===== src/hdl/fmt_pkg.sv =====
// ---------------------------------------------------------------------------
// fmt_pkg: shared definitions for the FM chip dual timer block
// Command codes, register addresses, timer constants, state types and the
// control and status bundles passed between the top level and the timer unit.
// ---------------------------------------------------------------------------
package fmt_pkg;

    // Command codes carried in the input item's tuser
    localparam logic [1:0] CMD_WRITE = 2'd0;
    localparam logic [1:0] CMD_READ  = 2'd1;
    localparam logic [1:0] CMD_ADV   = 2'd2;
    localparam logic [1:0] CMD_LATCH = 2'd3;

    // Register addresses
    localparam logic [7:0] ADDR_TA_HI = 8'h10;
    localparam logic [7:0] ADDR_TA_LO = 8'h11;
    localparam logic [7:0] ADDR_TB    = 8'h12;
    localparam logic [7:0] ADDR_CTRL  = 8'h14;

    // Port bit that selects the sound latch
    localparam int unsigned PORT_LATCH_BIT = 6;

    localparam logic [9:0] MAX_ADVANCE = 10'd512;

    localparam int unsigned CNT_A_W = 18;
    localparam int unsigned CNT_B_W = 20;
    localparam int unsigned ALU_W   = 21;

    typedef enum logic [1:0] {
        TOP_IDLE,
        TOP_ADV,
        TOP_OUT
    } fmt_top_state_t;

    typedef enum logic [2:0] {
        ADV_IDLE,
        ADV_SUB_A,
        ADV_FIX_A,
        ADV_SUB_B,
        ADV_FIX_B,
        ADV_DONE
    } fmt_adv_state_t;

    typedef struct packed {
        logic start;
        logic load_a;
        logic load_b;
    } fmt_adv_ctrl_t;

    typedef struct packed {
        logic done;
        logic ovf_a;
        logic ovf_b;
    } fmt_adv_stat_t;

endpackage


===== src/hdl/fmt_advance.sv =====
// ---------------------------------------------------------------------------
// fmt_advance: timer counters with one shared add/subtract unit
// Holds both down counters. An advance subtracts the clock count from each
// running timer and then adds the period back, one reload per cycle, until
// the count is positive again. Every step goes through the same adder.
// ---------------------------------------------------------------------------
module fmt_advance (
    input  logic                  aclk,
    input  logic                  aresetn,
    input  fmt_pkg::fmt_adv_ctrl_t ctrl,
    input  logic [9:0]            cyc,
    input  logic [1:0]            run,
    input  logic [9:0]            ta_val,
    input  logic [7:0]            tb_val,
    output fmt_pkg::fmt_adv_stat_t stat
);

    fmt_pkg::fmt_adv_state_t state_reg, state_next;

    logic signed [fmt_pkg::CNT_A_W-1:0] count_a_reg, count_a_next;
    logic signed [fmt_pkg::CNT_B_W-1:0] count_b_reg, count_b_next;

    logic [16:0] period_a;
    logic [18:0] period_b;

    logic signed [fmt_pkg::ALU_W-1:0] op_x, op_y, alu_sum;
    logic                             op_sub;

    logic a_le0, b_le0;

    assign period_a = {11'(11'd1024 - {1'b0, ta_val}), 6'b0};
    assign period_b = {9'(9'd256 - {1'b0, tb_val}), 10'b0};

    assign a_le0 = count_a_reg[fmt_pkg::CNT_A_W-1] || (count_a_reg == '0);
    assign b_le0 = count_b_reg[fmt_pkg::CNT_B_W-1] || (count_b_reg == '0);

    // The shared adder.
    assign alu_sum = op_sub ? (op_x - op_y) : (op_x + op_y);

    always_comb begin
        op_x   = '0;
        op_y   = '0;
        op_sub = 1'b0;
        case (state_reg)
            fmt_pkg::ADV_SUB_A, fmt_pkg::ADV_FIX_A: begin
                op_x = {{(fmt_pkg::ALU_W - fmt_pkg::CNT_A_W){count_a_reg[fmt_pkg::CNT_A_W-1]}},
                        count_a_reg};
            end
            fmt_pkg::ADV_SUB_B, fmt_pkg::ADV_FIX_B: begin
                op_x = {{(fmt_pkg::ALU_W - fmt_pkg::CNT_B_W){count_b_reg[fmt_pkg::CNT_B_W-1]}},
                        count_b_reg};
            end
            default: op_x = '0;
        endcase
        case (state_reg)
            fmt_pkg::ADV_SUB_A, fmt_pkg::ADV_SUB_B: begin
                op_y   = {11'b0, cyc};
                op_sub = 1'b1;
            end
            fmt_pkg::ADV_FIX_A: op_y = {4'b0, period_a};
            fmt_pkg::ADV_FIX_B: op_y = {2'b0, period_b};
            default:            op_y = '0;
        endcase
    end

    always_comb begin
        state_next = state_reg;
        case (state_reg)
            fmt_pkg::ADV_IDLE:  if (ctrl.start) state_next = fmt_pkg::ADV_SUB_A;
            fmt_pkg::ADV_SUB_A:
                state_next = run[0] ? fmt_pkg::ADV_FIX_A : fmt_pkg::ADV_SUB_B;
            fmt_pkg::ADV_FIX_A: if (!a_le0) state_next = fmt_pkg::ADV_SUB_B;
            fmt_pkg::ADV_SUB_B:
                state_next = run[1] ? fmt_pkg::ADV_FIX_B : fmt_pkg::ADV_DONE;
            fmt_pkg::ADV_FIX_B: if (!b_le0) state_next = fmt_pkg::ADV_DONE;
            fmt_pkg::ADV_DONE:  state_next = fmt_pkg::ADV_IDLE;
            default:            state_next = fmt_pkg::ADV_IDLE;
        endcase
    end

    always_comb begin
        count_a_next = count_a_reg;
        count_b_next = count_b_reg;
        stat         = '0;
        case (state_reg)
            fmt_pkg::ADV_IDLE: begin
                if (ctrl.load_a) count_a_next = fmt_pkg::CNT_A_W'(period_a);
                if (ctrl.load_b) count_b_next = fmt_pkg::CNT_B_W'(period_b);
            end
            fmt_pkg::ADV_SUB_A: if (run[0]) count_a_next = alu_sum[fmt_pkg::CNT_A_W-1:0];
            fmt_pkg::ADV_FIX_A: begin
                if (a_le0) begin
                    count_a_next = alu_sum[fmt_pkg::CNT_A_W-1:0];
                    stat.ovf_a   = 1'b1;
                end
            end
            fmt_pkg::ADV_SUB_B: if (run[1]) count_b_next = alu_sum[fmt_pkg::CNT_B_W-1:0];
            fmt_pkg::ADV_FIX_B: begin
                if (b_le0) begin
                    count_b_next = alu_sum[fmt_pkg::CNT_B_W-1:0];
                    stat.ovf_b   = 1'b1;
                end
            end
            fmt_pkg::ADV_DONE: stat.done = 1'b1;
            default:           stat = '0;
        endcase
    end

    always_ff @(posedge aclk) begin
        if (!aresetn) begin
            state_reg   <= fmt_pkg::ADV_IDLE;
            count_a_reg <= '0;
            count_b_reg <= '0;
        end else begin
            state_reg   <= state_next;
            count_a_reg <= count_a_next;
            count_b_reg <= count_b_next;
        end
    end

endmodule


===== src/hdl/fm_chip_dual_timer_irq.sv =====
// ---------------------------------------------------------------------------
// fm_chip_dual_timer_irq: timer A/B and IRQ logic of an FM sound chip
//
//   Channel  Dir  tdata (low bit first)                      tuser
//   s_       in   port[7:0] wdata[15:8] cycles[25:16] pad    cmd[1:0]
//   m_       out  read_data[7:0] irq[8] pad                  -
//
// Port writes, reads and latch loads go straight from the accept to the result
// on m_. An advance runs the subtract and reload states of timer A, then of
// timer B, through the shared adder (timer A may need up to eight reloads).
// s_tready is high only while no item is in work; the result is held until
// taken. Reset is synchronous and clears all state.
// ---------------------------------------------------------------------------
module fm_chip_dual_timer_irq (
    input  logic        aclk,
    input  logic        aresetn,
    input  logic        s_tvalid,
    output logic        s_tready,
    input  logic [31:0] s_tdata,   // port[7:0], wdata[15:8], cycles[25:16]
    input  logic [1:0]  s_tuser,   // cmd[1:0]
    output logic        m_tvalid,
    input  logic        m_tready,
    output logic [15:0] m_tdata    // read_data[7:0], irq[8]
);

    fmt_pkg::fmt_top_state_t state_reg, state_next;

    logic [7:0] addr_reg,  addr_next;
    logic [9:0] ta_reg,    ta_next;
    logic [7:0] tb_reg,    tb_next;
    logic [1:0] en_reg,    en_next;
    logic [1:0] run_reg,   run_next;
    logic [1:0] flags_reg, flags_next;
    logic [7:0] latch_reg, latch_next;
    logic       irq_reg,   irq_next;
    logic [7:0] rd_reg,    rd_next;
    logic [9:0] cyc_reg,   cyc_next;

    logic       accept;
    logic [1:0] cmd;
    logic [7:0] port;
    logic [7:0] wdata;
    logic [9:0] cycles;
    logic       data_wr;

    fmt_pkg::fmt_adv_ctrl_t adv_ctrl;
    fmt_pkg::fmt_adv_stat_t adv_stat;

    assign cmd    = s_tuser;
    assign port   = s_tdata[7:0];
    assign wdata  = s_tdata[15:8];
    assign cycles = s_tdata[25:16];
    assign accept = s_tvalid && s_tready;

    assign data_wr = accept && (cmd == fmt_pkg::CMD_WRITE)
                     && !port[fmt_pkg::PORT_LATCH_BIT] && port[0];

    fmt_advance u_adv (
        .aclk    (aclk),
        .aresetn (aresetn),
        .ctrl    (adv_ctrl),
        .cyc     (cyc_reg),
        .run     (run_reg),
        .ta_val  (ta_reg),
        .tb_val  (tb_reg),
        .stat    (adv_stat)
    );

    always_comb begin
        state_next = state_reg;
        case (state_reg)
            fmt_pkg::TOP_IDLE: begin
                if (accept)
                    state_next = (cmd == fmt_pkg::CMD_ADV) ? fmt_pkg::TOP_ADV
                                                           : fmt_pkg::TOP_OUT;
            end
            fmt_pkg::TOP_ADV: if (adv_stat.done) state_next = fmt_pkg::TOP_OUT;
            fmt_pkg::TOP_OUT: if (m_tready) state_next = fmt_pkg::TOP_IDLE;
            default:          state_next = fmt_pkg::TOP_IDLE;
        endcase
    end

    always_comb begin
        s_tready = (state_reg == fmt_pkg::TOP_IDLE);
        m_tvalid = (state_reg == fmt_pkg::TOP_OUT);
        m_tdata  = {7'b0, irq_reg, rd_reg};
    end

    always_comb begin
        addr_next  = addr_reg;
        ta_next    = ta_reg;
        tb_next    = tb_reg;
        en_next    = en_reg;
        run_next   = run_reg;
        flags_next = flags_reg | {adv_stat.ovf_b, adv_stat.ovf_a};
        latch_next = latch_reg;
        irq_next   = irq_reg;
        rd_next    = rd_reg;
        cyc_next   = cyc_reg;
        adv_ctrl   = '0;

        if (accept) begin
            rd_next = '0;
            case (cmd)
                fmt_pkg::CMD_WRITE: begin
                    if (!port[fmt_pkg::PORT_LATCH_BIT] && !port[0]) addr_next = wdata;
                end
                fmt_pkg::CMD_READ: begin
                    rd_next = port[fmt_pkg::PORT_LATCH_BIT] ? latch_reg : {6'b0, flags_reg};
                end
                fmt_pkg::CMD_ADV: begin
                    cyc_next       = (cycles > fmt_pkg::MAX_ADVANCE) ? fmt_pkg::MAX_ADVANCE
                                                                     : cycles;
                    adv_ctrl.start = 1'b1;
                end
                default: latch_next = wdata;
            endcase
        end

        if (data_wr) begin
            case (addr_reg)
                fmt_pkg::ADDR_TA_HI: ta_next = {wdata, ta_reg[1:0]};
                fmt_pkg::ADDR_TA_LO: ta_next = {ta_reg[9:2], wdata[1:0]};
                fmt_pkg::ADDR_TB:    tb_next = wdata;
                fmt_pkg::ADDR_CTRL: begin
                    en_next         = wdata[3:2];
                    run_next        = wdata[1:0];
                    // A timer is reloaded only when it goes from stopped to running.
                    adv_ctrl.load_a = wdata[0] && !run_reg[0];
                    adv_ctrl.load_b = wdata[1] && !run_reg[1];
                    if (wdata[4]) flags_next[0] = 1'b0;
                    if (wdata[5]) flags_next[1] = 1'b0;
                end
                default: ta_next = ta_reg;
            endcase
        end

        if ((data_wr && (addr_reg == fmt_pkg::ADDR_CTRL)) || adv_stat.done)
            irq_next = |(flags_next & en_next);
    end

    always_ff @(posedge aclk) begin
        if (!aresetn) begin
            state_reg <= fmt_pkg::TOP_IDLE;
            addr_reg  <= '0;
            ta_reg    <= '0;
            tb_reg    <= '0;
            en_reg    <= '0;
            run_reg   <= '0;
            flags_reg <= '0;
            latch_reg <= '0;
            irq_reg   <= 1'b0;
            rd_reg    <= '0;
            cyc_reg   <= '0;
        end else begin
            state_reg <= state_next;
            addr_reg  <= addr_next;
            ta_reg    <= ta_next;
            tb_reg    <= tb_next;
            en_reg    <= en_next;
            run_reg   <= run_next;
            flags_reg <= flags_next;
            latch_reg <= latch_next;
            irq_reg   <= irq_next;
            rd_reg    <= rd_next;
            cyc_reg   <= cyc_next;
        end
    end

endmodule


===== config.mk =====
export PLATFORM = sky130hd
export DESIGN_NAME = fm_chip_dual_timer_irq
export DESIGN_NICKNAME = d
export VERILOG_FILES = /design/src/hdl/fmt_pkg.sv /design/src/hdl/fmt_advance.sv /design/src/hdl/fm_chip_dual_timer_irq.sv
export SDC_FILE = /design/constraint.sdc
export NUM_CORES = 1
export LEC_CHECK = 0
export BUFFER_PORTS_ARGS = -buffer_cell sky130_fd_sc_hd__buf_2
export CAP_MARGIN = 30
export CELL_PAD_IN_SITES_DETAIL_PLACEMENT = 0
export CELL_PAD_IN_SITES_GLOBAL_PLACEMENT = 2
export CORE_MARGIN = 2
export CORE_UTILIZATION = 36
export CTS_CLUSTER_DIAMETER = 30
export DETAILED_ROUTE_END_ITERATION = 8
export PLACE_DENSITY_LB_ADDON = 0.1
export SETUP_SLACK_MARGIN = 0.2
export SLEW_MARGIN = 20
export SYNTH_ARGS = -nofsm -noshare
export SYNTH_HDL_FRONTEND = slang
export SYNTH_SLANG_ARGS = --single-unit
export TNS_END_PERCENT = 10

===== constraint.sdc =====
create_clock -name aclk -period 5.2 [get_ports aclk]
set_input_delay 1.04 -clock aclk [delete_from_list [all_inputs] [get_ports aclk]]
set_output_delay 1.04 -clock aclk [all_outputs]
set_load 0.02 [all_outputs]

---- After elaboration in Yosys (flattened, before gate mapping) ----
Index checks and enable logic that the tools add are counted.
storage, ports and cells
  bits in registers ....................... 102
  input port bits ......................... 38
  logic and storage cells ................. 130
operators by class
  add/subtract/negate cells ............... 4
  order comparisons ....................... 1
  equality and inequality tests ........... 25
  muxes and demuxes ....................... 42
  bitwise logic cells ..................... 5
  reductions and logical operators ........ 38
operator list
  kind                      count
  $mux W20                  4
  $pmux W20 S3              1
  $pmux W19 S3              1
  $mux W18                  3
  $pmux W18 S3              1
  $pmux W20 S2              1
  $eq A8 B5 Y1 const B      4
  $add A20 B20 Y20          1
  $logic_not A20 Y1         1
  $mux W2                   10
  $pmux W10 S2              1
  $sub A20 B20 Y20          1
  $logic_not A18 Y1         1
  $mux W8                   2
  $ne A2 B2 Y1 const B      8
  $pmux W3 S5               1
  $reduce_and A3 Y1         5
  $mux W1                   12
  $sub A11 B10 Y11 const A  1
  $gt A10 B10 Y1 const B    1
  $mux W10                  1
  $mux W3                   3
  $sub A9 B8 Y9 const A     1
  $logic_and A1 B1 Y1       8
  19 further kinds          42

---- Logic depth before layout (Yosys ltp) ----
  depth after elaboration ................. 10
  depth in mapped cells ................... 20
  gate-level depth less buffers ........... 20

---- Cells and area by module ----
From an unflattened synthesis, not the netlist that was laid out.
unflattened totals
  cells, all modules ...................... 794
  area total of the unflattened synthesis .. 6,332.3 um^2
by module, submodules not included
  module                  times used  cells each  area each (um^2)  sequential area each (um^2)
  fmt_advance             1           524         3,814.9           820.8
  fm_chip_dual_timer_irq  1           270         2,517.4           1,221.2

---- Worst setup path before layout ----
Ideal clock, no wire load.
  kind .................................... reg-to-reg
  start point ............................. reg u_adv.state_reg[0]
  end point ............................... reg u_adv.count_a_reg[17] (netlist name)
  library setup time ...................... 0.128 ns
  arrival ................................. 3.762 ns
  slack ................................... 1.310 ns
  stages on the path, launching flop included .. 21
  cells stage by stage .................... dfxtp_1 -> clkbuf_1 -> nor2b_1 -> clkbuf_1 -> nand2_1 -> ha_1 -> nand2b_1 -> nor2_1 -> nand2_1 -> nand2_1 -> a22o_1 -> ha_1 -> a21oi_1 -> o21ai_0 -> a221o_1 -> a31o_2 -> a21oi_1 -> nand2b_1 -> xor2_1 -> a22oi_1 -> nor2_1
on the way
  cells in the longest elaborated chain, start to end .. 7
  elaborated cells on any way between the ends .. 22
  those cells by class .................... add/sub (2); eq/ne (7); mux (7); reduce/logical (6)
ends and longest elaborated chain
  what                                                         RTL line                                                 source
  start: declaration                                           fmt_advance.sv:18                                        fmt_pkg::fmt_adv_state_t state_reg, state_next;
  start signal: assignment                                     fmt_advance.sv:111                                       state_reg <= fmt_pkg::ADV_IDLE;
  start signal: assignment                                     fmt_advance.sv:115                                       state_reg <= state_next;
  $eq A3 B1 Y1 (tied with other cells)                         fmt_advance.sv:44, fmt_advance.sv:55, fmt_advance.sv:85
  $reduce_or A2 Y1 (on tied branches)                          fmt_advance.sv:55, fmt_advance.sv:44
  $pmux W19 S3 / $pmux W20 S2 (equally long branches)          fmt_advance.sv:55, fmt_advance.sv:44
  $add A20 B20 Y20 / $sub A20 B20 Y20 (equally long branches)  fmt_advance.sv:38                                        assign alu_sum = op_sub ? (op_x - op_y) : (op_x + op_y);
  $mux W20                                                     fmt_advance.sv:38
  $mux W18 (on tied branches)                                  fmt_advance.sv:92, fmt_advance.sv:90
  $pmux W18 S3                                                 fmt_advance.sv:85                                        case (state_reg)
  end signal: assignment                                       fmt_advance.sv:116                                       count_a_reg <= count_a_next;
  end: declaration                                             fmt_advance.sv:20                                        logic signed [fmt_pkg::CNT_A_W-1:0] count_a_reg, count_a_next;
Parallel ways exist; a longest one is shown, timed or not. The select of a mux whose other input is x is not followed.
A chain may end at the register's enable or synchronous reset.

---- Final worst setup path ----
  start point ............................. reg ta_reg[0]
  end point ............................... reg u_adv.count_a_reg[17] (netlist name)
on the way
  cells in the longest elaborated chain, start to end .. 6
  elaborated cells on any way between the ends .. 8
  those cells by class .................... add/sub (3); mux (5)
ends and longest elaborated chain
  what                                                         RTL line                              source
  start: declaration                                           fm_chip_dual_timer_irq.sv:29          logic [9:0] ta_reg, ta_next;
  start signal: assignment                                     fm_chip_dual_timer_irq.sv:158         ta_reg <= ta_next;
  $sub A11 B10 Y11 *                                           fmt_advance.sv:31                     assign period_a = {11'(11'd1024 - {1'b0, ta_val}), 6'b0};
  $pmux W19 S3 *                                               fmt_advance.sv:55                     case (state_reg)
  $add A20 B20 Y20 / $sub A20 B20 Y20 (equally long branches)  fmt_advance.sv:38
  $mux W20 *                                                   fmt_advance.sv:38
  $mux W18 (on tied branches)                                  fmt_advance.sv:92, fmt_advance.sv:90
  $pmux W18 S3 *                                               fmt_advance.sv:85
Mark *: on every way between the ends. The rest lies on a longest branch, timed or not. The select of a mux whose other input is x is not followed.

==> reports/results.txt <==
CTS tree -> built
CTS buffer count -> 9
Peak supply drop -> 0.242 mV
Final Hold Vio Count -> 0
Post-synthesis async set-or-reset flop share -> 0%
Largest net degree at the start of global routing -> 55
Register area -> 2040 um2
CP Cell Sequence -> inv_1 -> ha_1 -> o21a_1 -> nor2_1 -> a211oi_1 -> nand2b_1 -> nor2_1 -> a31oi_1 -> xnor2_1 -> ha_1 -> a21oi_1 -> o21ai_0 -> a221o_1 -> a31o_2 -> a21oi_1 -> nand2b_1 -> xor2_1 -> a22oi_1 -> nor2_1
HPWL Detailed -> 14000 um
Critical path endpoint category -> register
PostCTS Resize Cnt -> 0
Root Driver -> clkbuf_16
Worst reg2reg path depth -> 19
Worst Path Required -> 5.42 ns
Initial core utilization -> 36.4%
CTS Hold Buffers Added -> 0
Diode count -> 0
Final Max Slew Viols -> 0
Worst-skew pair later-pin latency -> 0.36 ns
DRC -> 0
Yosys reg bits -> 102
Final Skew -> 0.0118 ns
Core area -> 17100 um2
Total GRT Usage -> 21.2%
Die extent in x -> 135 um
Slowest stage delay, CP -> 0.48 ns
Final Setup Violations -> 0
Reg2reg end -> u_adv.count_a_reg[17]
Worst slew pin tran -> 0.904 ns
Area grow syn2layout -> 11.3%
FMAX -> 216 MHz
Crit Reg-Reg Startpoint -> ta_reg[0]
DRT antenna net count -> 0
Initial antenna violation count -> 0
Setup TNS -> 0 ns
# rows -> 48
Critical path fanouts, max -> 7
Crit. Startpoint -> ta_reg[0]
Via count -> 5616
Util after Layout -> 40.5%
TritonCTS Sinks -> 102
Fillers -> 1807
Worst path most repeated cell -> nor2_1
Power after layout -> 3.24 mW
CTS Buffer Depth -> 2
Critical path's slowest cell -> dfxtp_1
Pwr per Cell Area -> 468 nW/um2
Post-synth top flop -> dfxtp_1
Post-synth EDFFs -> 0
Vias in the first global route -> 5380
GRT Residual Overflow -> 0
Worst EP arrival -> 4.84 ns
Htree depth -> 3
Worst slew margin -> 39.5%
Area of the multi-input gates -> 3920 um2
Nets -> 854
Pre-antenna DRT Iters -> 5
Synth unique cells -> 69
Most common cell after layout, fill and taps aside -> dfxtp_1
Post-Syn Instances -> 769
Tcrit/Tclk final -> 88.9%
Syn. warnings -> 0
Layout cell share with drive strength beyond 1 -> 11.3%
Vias per inst -> 5.49
Gpl congestion -> 0.817
Worst hold path class -> register to register
Leakage power -> 2.60 nW
Register area share after synthesis -> 32.8%
First-pass GRT wire length -> 29900 um
Port Buffers -> 36
Largest register FFs -> 20
Detailed Route Iter0 Violations -> 371
Post-Syn Area per Cell -> 8.09 um2
WL/cell -> 18.3 um
RSZ-0062 raised after global routing -> no
Total Wirelength -> 18800 um
Worst-path clk slew -> 0.07 ns
Post-Syn Area -> 6220 um2
CP startpoint kind -> register
Max-Cap Viols -> 0
Min Tclk post-route -> 4.62 ns
Post-CTS Setup Bufs -> 0
Boundary Pins -> 56
Commonest cells after routing, fill and taps aside -> 102 x dfxtp_1, 82 x nor2_1, 68 x a21oi_1
Worst reg2reg setup slack -> 0.58 ns
Status -> finished clean
Crit path kind -> register to register
Die ar. -> 18400 um2
Die H -> 135 um
Crit path capture -> u_adv.count_a_reg[17]
## final cells by class
class                           count  area share (%)
Multi-Input combinational cell    607            56.6
Sequential cell                   102            29.5
Timing Repair Buffer               57            4.84
Tap cell                          225            4.06
Clock buffer                       10            3.45
Inverter                           16           0.867
Clock inverter                      6           0.741
## logic make-up (layout without fill, tap and decap cells)
| kind of cell | count (synthesis) | after routing | share of synthesized area [%] |
|---|---|---|---|
| mux | 40 | 40 | 6.43 |
| fa+ha+maj | 23 | 23 | 4.75 |
| compound gates | 202 | 202 | 21.2 |
| xor+xnor | 37 | 37 | 5.21 |
| simple gates | 298 | 298 | 24.7 |
| buf+inv | 66 | 89 | 4.87 |
| flops | 102 | 102 | 32.8 |
| other cells | 1 | 7 | 0.0603 |
## where the power goes
| group | leakage, nW | total [mW] | switching, mW | internal [mW] |
|---|---|---|---|---|
| combinational | 1.64 | 1.68 | 1.08 | 0.607 |
| sequential | 0.823 | 0.894 | 0.0645 | 0.829 |
| clock | 0.140 | 0.664 | 0.319 | 0.345 |
## synth_stat cells, types with 8 or more instances
| cell type | instances | share of area (%) |
|---|---|---|
| nand2_1 | 67 | 4.0 |
| nor3b_1 | 11 | 1.3 |
| ha_1 | 22 | 4.4 |
| dfxtp_1 | 102 | 33 |
| nor4_1 | 12 | 1.2 |
| o21ai_1 | 8 | 0.64 |
| inv_1 | 16 | 0.97 |
| xor2_1 | 14 | 2.0 |
| o21ai_0 | 30 | 2.4 |
| nor2_1 | 82 | 4.9 |
| nand3_1 | 22 | 1.8 |
| clkbuf_1 | 32 | 1.9 |
| a22o_1 | 19 | 2.7 |
| nor3_1 | 19 | 1.5 |
| a21oi_1 | 69 | 5.5 |
| a22oi_1 | 19 | 2.3 |
| nand2b_1 | 11 | 1.1 |
| xnor2_1 | 23 | 3.2 |
| nor2b_1 | 38 | 3.8 |
| buf_4 | 9 | 1.1 |
| mux2i_1 | 40 | 6.4 |
## worst min-delay path by stage
stage	cells after the start	slack [ns]	start	to
final	2	0.46	en_reg[1]	en_reg[1]
after global routing	2	0.49	en_reg[1]	en_reg[1]
after CTS	2	0.46	en_reg[1]	en_reg[1]
after detailed placement	2	0.45	en_reg[1]	en_reg[1]
after global placement	2	0.44	en_reg[1]	en_reg[1]
after floorplan	2	0.44	en_reg[1]	en_reg[1]
## per-stage QoR
| step | hold slack [ns] | setup slack, ns | std cells | instance area [um2] |
|---|---|---|---|---|
| final | 0.457 | 0.579 | 1023 | 6930 |
| after global routing | 0.485 | 0.249 | 1023 | 6930 |
| after CTS | 0.459 | 0.623 | 1022 | 6910 |
| after detailed placement | 0.449 | 0.659 | 1006 | 6620 |
| after global placement | 0.443 | 0.680 | 1005 | 6620 |
| after floorplan | 0.437 | 1.31 | 775 | 6240 |
## worst max-delay path, delay by kind of cell, from the launching register on
kind            cells  cell delay, ns
simple gates        5            0.87
buf+inv             1            0.14
xor+xnor            2            0.51
fa+ha+maj           2            0.73
compound gates      9            1.75
flops               1            0.48
## per-layer routing
layer	up-vias	global-route usage, %	share of wire [%]
li1	2803	-	-
met1	2669	28.4	47
met2	130	35.9	48
met3	14	3.70	4.0
met4	0	4.40	1.0
met5	-	0	0
Note: power is estimated with default switching activity, not from simulation.
